`src/mmd_pkg.sv`:
```
// ----------------------------------------------------------------------------
// mmd_pkg
// shared types and constants of the mmio mov instruction decoder
// ----------------------------------------------------------------------------
package mmd_pkg;

  // longest instruction accepted before the too-long fault
  localparam int MAX_INSTR_BYTES = 16;
  localparam int LEN_W           = 5;
  localparam logic [LEN_W-1:0] LEN_SATURATE = LEN_W'(MAX_INSTR_BYTES + 1);

  // opcodes handled
  localparam logic [7:0] OP_MOV_LOAD  = 8'h8B;
  localparam logic [7:0] OP_MOV_STORE = 8'h89;
  localparam logic [7:0] OP_MOV_IMM   = 8'hC7;

  // skipped prefixes
  localparam logic [7:0] PFX_OPSIZE = 8'h66;
  localparam logic [7:0] PFX_REPNE  = 8'hF2;
  localparam logic [7:0] PFX_REP    = 8'hF3;
  localparam logic [7:0] PFX_CS     = 8'h2E;
  localparam logic [7:0] PFX_DS     = 8'h3E;
  localparam logic [7:0] PFX_ES     = 8'h26;
  localparam logic [7:0] PFX_FS     = 8'h64;
  localparam logic [7:0] PFX_GS     = 8'h65;
  localparam logic [7:0] PFX_SS     = 8'h36;
  localparam logic [3:0] REX_NIBBLE = 4'h4;

  typedef enum logic [1:0] {
    ACT_LOAD      = 2'd0,
    ACT_STORE_REG = 2'd1,
    ACT_STORE_IMM = 2'd2,
    ACT_FAULT     = 2'd3
  } mmd_action_t;

  typedef enum logic [2:0] {
    FLT_NONE       = 3'd0,
    FLT_TOO_LONG   = 3'd1,
    FLT_TRUNCATED  = 3'd2,
    FLT_NO_MODRM   = 3'd3,
    FLT_REG_DIRECT = 3'd4,
    FLT_C7_REG     = 3'd5,
    FLT_NO_IMM     = 3'd6,
    FLT_BAD_OPCODE = 3'd7
  } mmd_fault_t;

  // parse phase, one-hot
  typedef enum logic [3:0] {
    PH_PREFIX       = 4'b0001,
    PH_AFTER_REX    = 4'b0010,
    PH_AFTER_OPCODE = 4'b0100,
    PH_AFTER_MODRM  = 4'b1000
  } mmd_phase_t;

  // one input word
  typedef struct packed {
    logic [7:0]  instr_byte;
    logic        last_byte;
    logic [63:0] access_address;
  } mmd_word_t;

  // one decoded result
  typedef struct packed {
    mmd_action_t      action;
    mmd_fault_t       fault_code;
    logic [3:0]       reg_index;
    logic [31:0]      immediate;
    logic [63:0]      device_address;
    logic [LEN_W-1:0] instr_length;
  } mmd_result_t;

endpackage

```
`src/mmd_in_stage.sv`:
```
// ----------------------------------------------------------------------------
// mmd_in_stage
// input register holding one word until the parser consumes it
// ----------------------------------------------------------------------------
module mmd_in_stage (
  input  logic              clk,
  input  logic              rst_n,
  input  logic              in_valid,
  output logic              in_stall,
  input  logic [7:0]        in_instr_byte,
  input  logic              in_last_byte,
  input  logic [63:0]       in_access_address,
  input  logic              take,
  output logic              word_valid,
  output mmd_pkg::mmd_word_t word
);

  logic               valid_r;
  mmd_pkg::mmd_word_t word_r;

  // full and not drained this cycle
  assign in_stall   = valid_r && !take;
  assign word_valid = valid_r;
  assign word       = word_r;

  // valid flag
  always_ff @(posedge clk) begin
    if (!rst_n) begin
      valid_r <= 1'b0;
    end else if (in_valid && !in_stall) begin
      valid_r <= 1'b1;
    end else if (take) begin
      valid_r <= 1'b0;
    end
  end

  // payload
  always_ff @(posedge clk) begin
    if (in_valid && !in_stall) begin
      word_r.instr_byte     <= in_instr_byte;
      word_r.last_byte      <= in_last_byte;
      word_r.access_address <= in_access_address;
    end
  end

endmodule

```
`src/mmd_parser.sv`:
```
// ----------------------------------------------------------------------------
// mmd_parser
// prefix, rex, opcode and modrm tracking with the final decode on the last byte
// ----------------------------------------------------------------------------
module mmd_parser (
  input  logic                 clk,
  input  logic                 rst_n,
  input  logic                 take,
  input  mmd_pkg::mmd_word_t   word,
  output mmd_pkg::mmd_result_t result
);

  mmd_pkg::mmd_phase_t      phase_r, phase_nxt;
  logic                     rex_r, rex_nxt;
  logic [7:0]               opcode_r, opcode_nxt;
  logic [7:0]               modrm_r, modrm_nxt;
  logic [mmd_pkg::LEN_W-1:0] count_r, count_nxt;
  logic [2:0]               after_r, after_nxt;
  logic [31:0]              tail_r, tail_nxt;
  logic [7:0]               b;
  logic                     is_prefix;

  assign b = word.instr_byte;

  // skipped prefix match
  always_comb begin
    is_prefix = (b == mmd_pkg::PFX_OPSIZE) || (b == mmd_pkg::PFX_REPNE) ||
                (b == mmd_pkg::PFX_REP)    || (b == mmd_pkg::PFX_CS)    ||
                (b == mmd_pkg::PFX_DS)     || (b == mmd_pkg::PFX_ES)    ||
                (b == mmd_pkg::PFX_FS)     || (b == mmd_pkg::PFX_GS)    ||
                (b == mmd_pkg::PFX_SS);
  end

  // state update for this byte
  always_comb begin
    phase_nxt  = phase_r;
    rex_nxt    = rex_r;
    opcode_nxt = opcode_r;
    modrm_nxt  = modrm_r;
    after_nxt  = after_r;
    count_nxt  = (count_r < mmd_pkg::LEN_SATURATE) ? count_r + 1'b1 : count_r;
    tail_nxt   = {b, tail_r[31:8]};
    unique case (phase_r)
      mmd_pkg::PH_PREFIX: begin
        if (is_prefix) begin
          phase_nxt = mmd_pkg::PH_PREFIX;
        end else if (b[7:4] == mmd_pkg::REX_NIBBLE) begin
          rex_nxt   = b[2];
          phase_nxt = mmd_pkg::PH_AFTER_REX;
        end else begin
          opcode_nxt = b;
          phase_nxt  = mmd_pkg::PH_AFTER_OPCODE;
        end
      end
      mmd_pkg::PH_AFTER_REX: begin
        opcode_nxt = b;
        phase_nxt  = mmd_pkg::PH_AFTER_OPCODE;
      end
      mmd_pkg::PH_AFTER_OPCODE: begin
        modrm_nxt = b;
        after_nxt = 3'd0;
        phase_nxt = mmd_pkg::PH_AFTER_MODRM;
      end
      mmd_pkg::PH_AFTER_MODRM: begin
        // only "at least four" matters, so saturate at four
        if (after_r < 3'd4) after_nxt = after_r + 3'd1;
      end
      default: begin
        phase_nxt = mmd_pkg::PH_PREFIX;
      end
    endcase
  end

  // final decode, in fault priority order
  always_comb begin
    result                = '0;
    result.action         = mmd_pkg::ACT_FAULT;
    result.fault_code     = mmd_pkg::FLT_NONE;
    result.instr_length   = count_nxt;
    if (count_nxt > mmd_pkg::LEN_W'(mmd_pkg::MAX_INSTR_BYTES)) begin
      result.fault_code = mmd_pkg::FLT_TOO_LONG;
    end else if (phase_nxt == mmd_pkg::PH_PREFIX || phase_nxt == mmd_pkg::PH_AFTER_REX) begin
      result.fault_code = mmd_pkg::FLT_TRUNCATED;
    end else if (phase_nxt == mmd_pkg::PH_AFTER_OPCODE) begin
      result.fault_code = mmd_pkg::FLT_NO_MODRM;
    end else if (modrm_nxt[7:6] == 2'b11) begin
      result.fault_code = mmd_pkg::FLT_REG_DIRECT;
    end else if (opcode_nxt == mmd_pkg::OP_MOV_LOAD || opcode_nxt == mmd_pkg::OP_MOV_STORE) begin
      result.action         = (opcode_nxt == mmd_pkg::OP_MOV_LOAD) ?
                              mmd_pkg::ACT_LOAD : mmd_pkg::ACT_STORE_REG;
      result.reg_index      = {rex_nxt, modrm_nxt[5:3]};
      result.device_address = word.access_address;
    end else if (opcode_nxt == mmd_pkg::OP_MOV_IMM) begin
      if (modrm_nxt[5:3] != 3'd0) begin
        result.fault_code = mmd_pkg::FLT_C7_REG;
      end else if (after_nxt < 3'd4) begin
        result.fault_code = mmd_pkg::FLT_NO_IMM;
      end else begin
        result.action         = mmd_pkg::ACT_STORE_IMM;
        result.immediate      = tail_nxt;
        result.device_address = word.access_address;
      end
    end else begin
      result.fault_code = mmd_pkg::FLT_BAD_OPCODE;
    end
  end

  // parse state, cleared after each last byte
  always_ff @(posedge clk) begin
    if (!rst_n || (take && word.last_byte)) begin
      phase_r  <= mmd_pkg::PH_PREFIX;
      rex_r    <= 1'b0;
      opcode_r <= 8'd0;
      modrm_r  <= 8'd0;
      count_r  <= '0;
      after_r  <= 3'd0;
      tail_r   <= 32'd0;
    end else if (take) begin
      phase_r  <= phase_nxt;
      rex_r    <= rex_nxt;
      opcode_r <= opcode_nxt;
      modrm_r  <= modrm_nxt;
      count_r  <= count_nxt;
      after_r  <= after_nxt;
      tail_r   <= tail_nxt;
    end
  end

endmodule

```
`src/mmd_out_stage.sv`:
```
// ----------------------------------------------------------------------------
// mmd_out_stage
// result register towards the consumer
// ----------------------------------------------------------------------------
module mmd_out_stage (
  input  logic                 clk,
  input  logic                 rst_n,
  input  logic                 load,
  input  mmd_pkg::mmd_result_t result,
  input  logic                 out_stall,
  output logic                 out_valid,
  output logic                 out_free,
  output mmd_pkg::mmd_result_t held
);

  logic                 valid_r;
  mmd_pkg::mmd_result_t held_r;

  assign out_valid = valid_r;
  assign out_free  = !valid_r || !out_stall;
  assign held      = held_r;

  // valid flag
  always_ff @(posedge clk) begin
    if (!rst_n) begin
      valid_r <= 1'b0;
    end else if (load) begin
      valid_r <= 1'b1;
    end else if (!out_stall) begin
      valid_r <= 1'b0;
    end
  end

  // payload
  always_ff @(posedge clk) begin
    if (load) begin
      held_r <= result;
    end
  end

endmodule

```
`src/mmio_mov_instruction_decoder_top.sv`:
```
// ----------------------------------------------------------------------------
// mmio_mov_instruction_decoder_top
// decodes a faulting mov instruction, one byte per word, into a device action
// ----------------------------------------------------------------------------
// One instruction byte is taken per word and a new word can be accepted every
// cycle unless a last byte waits on a busy result slot. Bytes pass through an
// input register, are parsed against the prefix, rex, opcode and modrm phase
// register, and a word marked as the last byte moves from the input register
// into the output register as one result once that register is free, ready to
// leave while out_stall is low; other words produce nothing. The rate is set
// by the single phase register update per byte. A stalled result holds the
// input side only once a further last byte is waiting behind it.
module mmio_mov_instruction_decoder_top (
  input  logic        clk,
  input  logic        rst_n,
  input  logic        in_valid,
  output logic        in_stall,
  input  logic [7:0]  in_instr_byte,
  input  logic        in_last_byte,
  input  logic [63:0] in_access_address,
  output logic        out_valid,
  input  logic        out_stall,
  output logic [1:0]  out_action,
  output logic [2:0]  out_fault_code,
  output logic [3:0]  out_reg_index,
  output logic [31:0] out_immediate,
  output logic [63:0] out_device_address,
  output logic [4:0]  out_instr_length
);

  logic                 word_valid;
  mmd_pkg::mmd_word_t   word;
  logic                 take;
  logic                 out_free;
  mmd_pkg::mmd_result_t result;
  mmd_pkg::mmd_result_t held;

  // a word moves on unless it is a last byte and the result slot is busy
  assign take = word_valid && (!word.last_byte || out_free);

  mmd_in_stage u_in (
    .clk               (clk),
    .rst_n             (rst_n),
    .in_valid          (in_valid),
    .in_stall          (in_stall),
    .in_instr_byte     (in_instr_byte),
    .in_last_byte      (in_last_byte),
    .in_access_address (in_access_address),
    .take              (take),
    .word_valid        (word_valid),
    .word              (word)
  );

  mmd_parser u_parser (
    .clk    (clk),
    .rst_n  (rst_n),
    .take   (take),
    .word   (word),
    .result (result)
  );

  mmd_out_stage u_out (
    .clk       (clk),
    .rst_n     (rst_n),
    .load      (take && word.last_byte),
    .result    (result),
    .out_stall (out_stall),
    .out_valid (out_valid),
    .out_free  (out_free),
    .held      (held)
  );

  // result fields
  assign out_action         = held.action;
  assign out_fault_code     = held.fault_code;
  assign out_reg_index      = held.reg_index;
  assign out_immediate      = held.immediate;
  assign out_device_address = held.device_address;
  assign out_instr_length   = held.instr_length;

  // a fault carries a code and a non-fault carries none
  a_fault_code_match: assert property (@(posedge clk) disable iff (!rst_n)
    out_valid |-> ((out_action == mmd_pkg::ACT_FAULT) ==
                   (out_fault_code != mmd_pkg::FLT_NONE)))
    else $error("fault code does not match action");

  // faults clear register, immediate and address
  a_fault_zero: assert property (@(posedge clk) disable iff (!rst_n)
    (out_valid && out_action == mmd_pkg::ACT_FAULT) |->
      (out_reg_index == 4'd0 && out_immediate == 32'd0 && out_device_address == 64'd0))
    else $error("fault result carries payload");

  // over-length always wins
  a_too_long: assert property (@(posedge clk) disable iff (!rst_n)
    (out_valid && out_instr_length > 5'(mmd_pkg::MAX_INSTR_BYTES)) |->
      (out_fault_code == mmd_pkg::FLT_TOO_LONG))
    else $error("over-length instruction not faulted");

  // a successful store immediate needs opcode, modrm and four bytes
  a_imm_length: assert property (@(posedge clk) disable iff (!rst_n)
    (out_valid && out_action == mmd_pkg::ACT_STORE_IMM) |->
      (out_instr_length >= 5'd6 && out_reg_index == 4'd0))
    else $error("store immediate with short instruction");

  // a result is only loaded into a free slot
  a_no_overwrite: assert property (@(posedge clk) disable iff (!rst_n)
    (out_valid && out_stall) |=> ($stable(out_instr_length) && $stable(out_action)))
    else $error("held result overwritten");

endmodule
```
`config.mk`:
```
export PLATFORM = sky130hd
export DESIGN_NAME = mmio_mov_instruction_decoder_top
export DESIGN_NICKNAME = d
export VERILOG_FILES = /design/src/mmd_pkg.sv /design/src/mmd_in_stage.sv /design/src/mmd_parser.sv /design/src/mmd_out_stage.sv /design/src/mmio_mov_instruction_decoder_top.sv
export SDC_FILE = /design/constraint.sdc
export NUM_CORES = 1
export LEC_CHECK = 0
export BUFFER_PORTS_ARGS = -buffer_cell sky130_fd_sc_hd__buf_4
export CAP_MARGIN = 25
export CORE_UTILIZATION = 54
export CTS_CLUSTER_DIAMETER = 30
export DETAILED_ROUTE_END_ITERATION = 16
export PLACE_DENSITY = 0.82
export SLEW_MARGIN = 30
export SYNTH_ARGS = -nofsm -noshare
export SYNTH_HDL_FRONTEND = slang
export SYNTH_SLANG_ARGS = --single-unit
```
`constraint.sdc`:
```
create_clock -name clk -period 6.3 [get_ports clk]
set_clock_uncertainty 0.15 [all_clocks]
set_input_delay 0.315 -clock clk [delete_from_list [all_inputs] [get_ports clk]]
set_output_delay 0.315 -clock clk [all_outputs]
set_load 0.02 [all_outputs]
```
==> results.rst <==
.. list-table::
   :header-rows: 1

   * - Metric
     - Value
   * - Overall die area
     - 0.0168 mm2
   * - Clock latency of the later-clocked register in the worst-skew pair
     - 0.51 ns
   * - WS Path Type
     - flop to flop
   * - Area share of the largest cell type after synthesis
     - 62.5%
   * - Transition time of the tightest slew-check pin
     - 0.839 ns
   * - Std-Cell Core Area
     - 0.0159 mm2
   * - Simple-gate area share of the yosys netlist
     - 15.6%
   * - Xor/xnor cell area share of the yosys netlist
     - 0.299%
   * - Number of flops mapped to enable cells by yosys
     - 183
   * - Combined area of all synthesized cells
     - 0.00879 mm2
   * - Dominant combinational cell family by area after synthesis
     - simple AND/OR/NAND/NOR gates
   * - Maximum number of pins on one net before global-route repair
     - 74
   * - Fraction of the mapped netlist area in compound gates
     - 5.88%
   * - CTS buffer count
     - 41
   * - Boundary Pins
     - 189
   * - Final std cell area, no fill
     - 0.0125 mm2
   * - # Post-CTS Setup Buffers
     - 0
   * - Setup repair after global routing missed its margin
     - no
   * - Max-slew violations
     - 0
   * - Number of routed nets with antenna violations
     - 0
   * - Required arrival time at the worst endpoint
     - 6.53 ns
   * - First-iteration detailed-routing DRC count
     - 454
   * - Clock input transition at the sequential cells of the worst setup and hold paths
     - 0.06 ns
   * - Largest fanout on the critical path
     - 18
   * - Adder-Cell Fraction of Synth Area
     - 0.285%
   * - Worst vdd rail ir drop
     - 0.233 mV
   * - Arrival time of the worst setup path
     - 3.60 ns
   * - Vert. Die Dim
     - 130 um
   * - TritonCTS clock tree
     - yes
   * - Cell accounting for the most synthesized area
     - edfxtp_1
   * - F_max
     - 297 MHz
   * - Number of clock sinks seen by CTS
     - 235
   * - # nets final
     - 987
   * - Die boundary width
     - 130 um
   * - Detailed-router iteration count before antenna repair
     - 5
   * - Number of global-route vias before repair
     - 6104
   * - Layout area overhead
     - 41.7%
   * - Total design power
     - 4.10 mW
   * - Proportion of power drawn by the clock network
     - 51.2%
   * - Design internal power
     - 3.19 mW
   * - Overflow left after global routing
     - 0
   * - Final setup slack of the worst path
     - 2.93 ns
   * - Startpoint types
     - flop
   * - Async S/R FF share, synth
     - 0%
   * - Cell at the root of the clock tree
     - clkbuf_16
   * - Max-Slew Margin vs Limit
     - 44.1%
   * - Max Root-Sink Buffers
     - 3
   * - Total leakage power
     - 4.65 nW
   * - Site row count
     - 46
   * - Post-synthesis instance total
     - 633
   * - Setup TNS Final
     - 0 ns
   * - Post-route DRC violation count
     - 0
   * - Routed via count divided by cell count
     - 5.21
   * - Final hold slack
     - 0.298 ns
   * - Area post-placement
     - 0.0103 mm2
   * - Mean Syn Cell Area
     - 13.9 um2
   * - Net Sw Frac
     - 22.1%
   * - Max capacitance violation total
     - 0
   * - Initial Utilization
     - 55.4%
   * - Power Dens Cells
     - 329 mW/mm2
   * - Result of the run
     - completed
   * - Primary FF master, synth
     - edfxtp_1
   * - Utilization after layout
     - 78.4%
   * - Initial antenna violation count
     - 0
   * - Worst setup slack after placement
     - 2.91 ns
   * - H-tree depth
     - 2
   * - Distinct cells, synth
     - 59
   * - Fraction of layout instances using a drive strength above 1
     - 29.3%
   * - Switching power total
     - 0.907 mW
   * - Tmin final
     - 3.37 ns
   * - Number of storage elements in the synthesis netlist
     - 235
   * - Final Setup Violations
     - 0
   * - Final Instance Count excl. Fillers
     - 1157
   * - Mux contribution to synthesized area
     - 1.18%
   * - Post-detailed-route wirelength per cell
     - 18.1 um
   * - Main area contributors after synthesis
     - edfxtp_1 (62%), dfxtp_1 (12%), and2_1 (6.8%)
   * - Final Hold Violating Endpoints
     - 0
   * - Endpoint kind of the worst setup timing path
     - flop
   * - Diode insertion count for antenna repair
     - 0
   * - Placer Congestion
     - 0.885
   * - Post-route fraction of the period consumed by the critical path
     - 53.5%
   * - Combinational Power Share
     - 5.7%
   * - Number of nets produced by synthesis
     - 712
   * - Wire length of the first global-routing pass
     - 31600 um
   * - Number of placed cells counting well taps
     - 1004
   * - Sequential power share
     - 43.1%
   * - Sequential cell area fraction in the yosys report
     - 74.3%
   * - Number of vias in the routed layout
     - 6026
   * - Combined global-route utilization of all metal layers
     - 25.1%
   * - HPWL Detailed
     - 11800 um
   * - Total routed wirelength
     - 21000 um
   * - Number of warnings issued by yosys
     - 0
   * - Hold WC Path Type
     - flop to flop
   * - PortBufs
     - 188
layer usage:
layer / share of wire (%) / up-vias / GRT usage, % / routed length (um)
met4: 1.9 / 0 / 7.39 / 392
li1: - / 2822 / - / -
met3: 7.6 / 42 / 7.18 / 1600
met5: 0 / - / 0 / 0
met1: 38 / 2879 / 28.2 / 7870
met2: 53 / 283 / 46.3 / 11100
power by group through the flow:
stage                     Combinational [mW]  Clock [mW]  Sequential (mW)
after floorplan                       0.0697           0             1.81
after global placement                 0.185           0             1.79
after detailed placement               0.191           0             1.79
after CTS                              0.232        2.11             1.76
after global routing                   0.249        2.20             1.77
final                                  0.234        2.10             1.76
synthesized netlist by cell type, drive strengths merged (4+ instances only):
cell	count
inv	5
o21ai	13
dfxtp	52
clkbuf	20
a21oi	48
and2	97
a31oi	5
nor4b	6
buf	18
nor2	20
nand3	9
edfxtp	183
nor3	5
mux2i	7
or4b	4
nand2	92
critical path, cell delays in order (launching register included):
cell	delay, ns
dfxtp_1	0.48
ha_1	0.33
nor3b_1	0.24
a21oi_1	0.11
o22a_1	0.20
o21ai_1	0.41
nand2_1	0.19
nor4b_4	0.76
buf_6	0.24
and2_1	0.13
state kept, by name, indices dropped and copies added (netlist names):
register	flops
u_out.held	110
u_in.word	73
u_parser.tail_r	24
u_parser.opcode_r	8
u_parser.count_r	5
u_parser.modrm_r	5
u_parser.phase_r	4
u_parser.after_r	3
u_in.word_valid	1
u_out.out_valid	1
u_parser.rex_r	1
path summary, 6_finish.rpt:
kind | startpoint | slack (ns) | depth (start not counted) | to
max | u_parser.count_r[1] | 2.93 | 9 | u_out.held[83]
min | u_parser.tail_r[13] | 0.30 | 2 | u_parser.tail_r[13]
max reg2reg | u_parser.count_r[1] | 2.93 | 9 | u_out.held[83]
min reg2reg | u_parser.tail_r[13] | 0.30 | 2 | u_parser.tail_r[13]
final cells by class:
type	count	area, um2
Tap cell	216	270
Fill cell	907	3430
Sequential cell	235	6540
Inverter	5	18.8
Clock inverter	26	194
Timing Repair Buffer	270	2230
Multi-Input combinational cell	355	2070
Clock buffer	50	1140
logic make-up (layout without fill, tap and decap cells):
group | count (synthesis) | count (layout)
AOI/OAI and AO/OA | 87 | 87
muxes | 10 | 10
xor gates and xnor gates | 3 | 3
buffers and inverters | 43 | 351
and+or+nand+nor | 253 | 253
DFF | 235 | 235
adders and majority gates | 2 | 2
placed cells by master (no fill, tap or decap), drive strengths merged, types with 4 or more instances in the layout:
cell / Yosys / layout
clkinvlp: 0 / 4
mux2i: 7 / 7
dlygate4sd3: 0 / 77
nand3: 9 / 9
dfxtp: 52 / 52
clkbuf: 20 / 50
edfxtp: 183 / 183
a31oi: 5 / 5
nor4b: 6 / 6
inv: 5 / 13
and2: 97 / 97
nor2: 20 / 20
a21oi: 48 / 48
nand2: 92 / 92
clkinv: 0 / 13
o21ai: 13 / 13
or4b: 4 / 4
buf: 18 / 193
nor3: 5 / 5
timing repair:
item                      4_1_cts  5_1_grt
resized for setup               0        0
hold buffers                   77        0
hold endpoints to repair       75        0
Power figures use the tool's default switching activity.
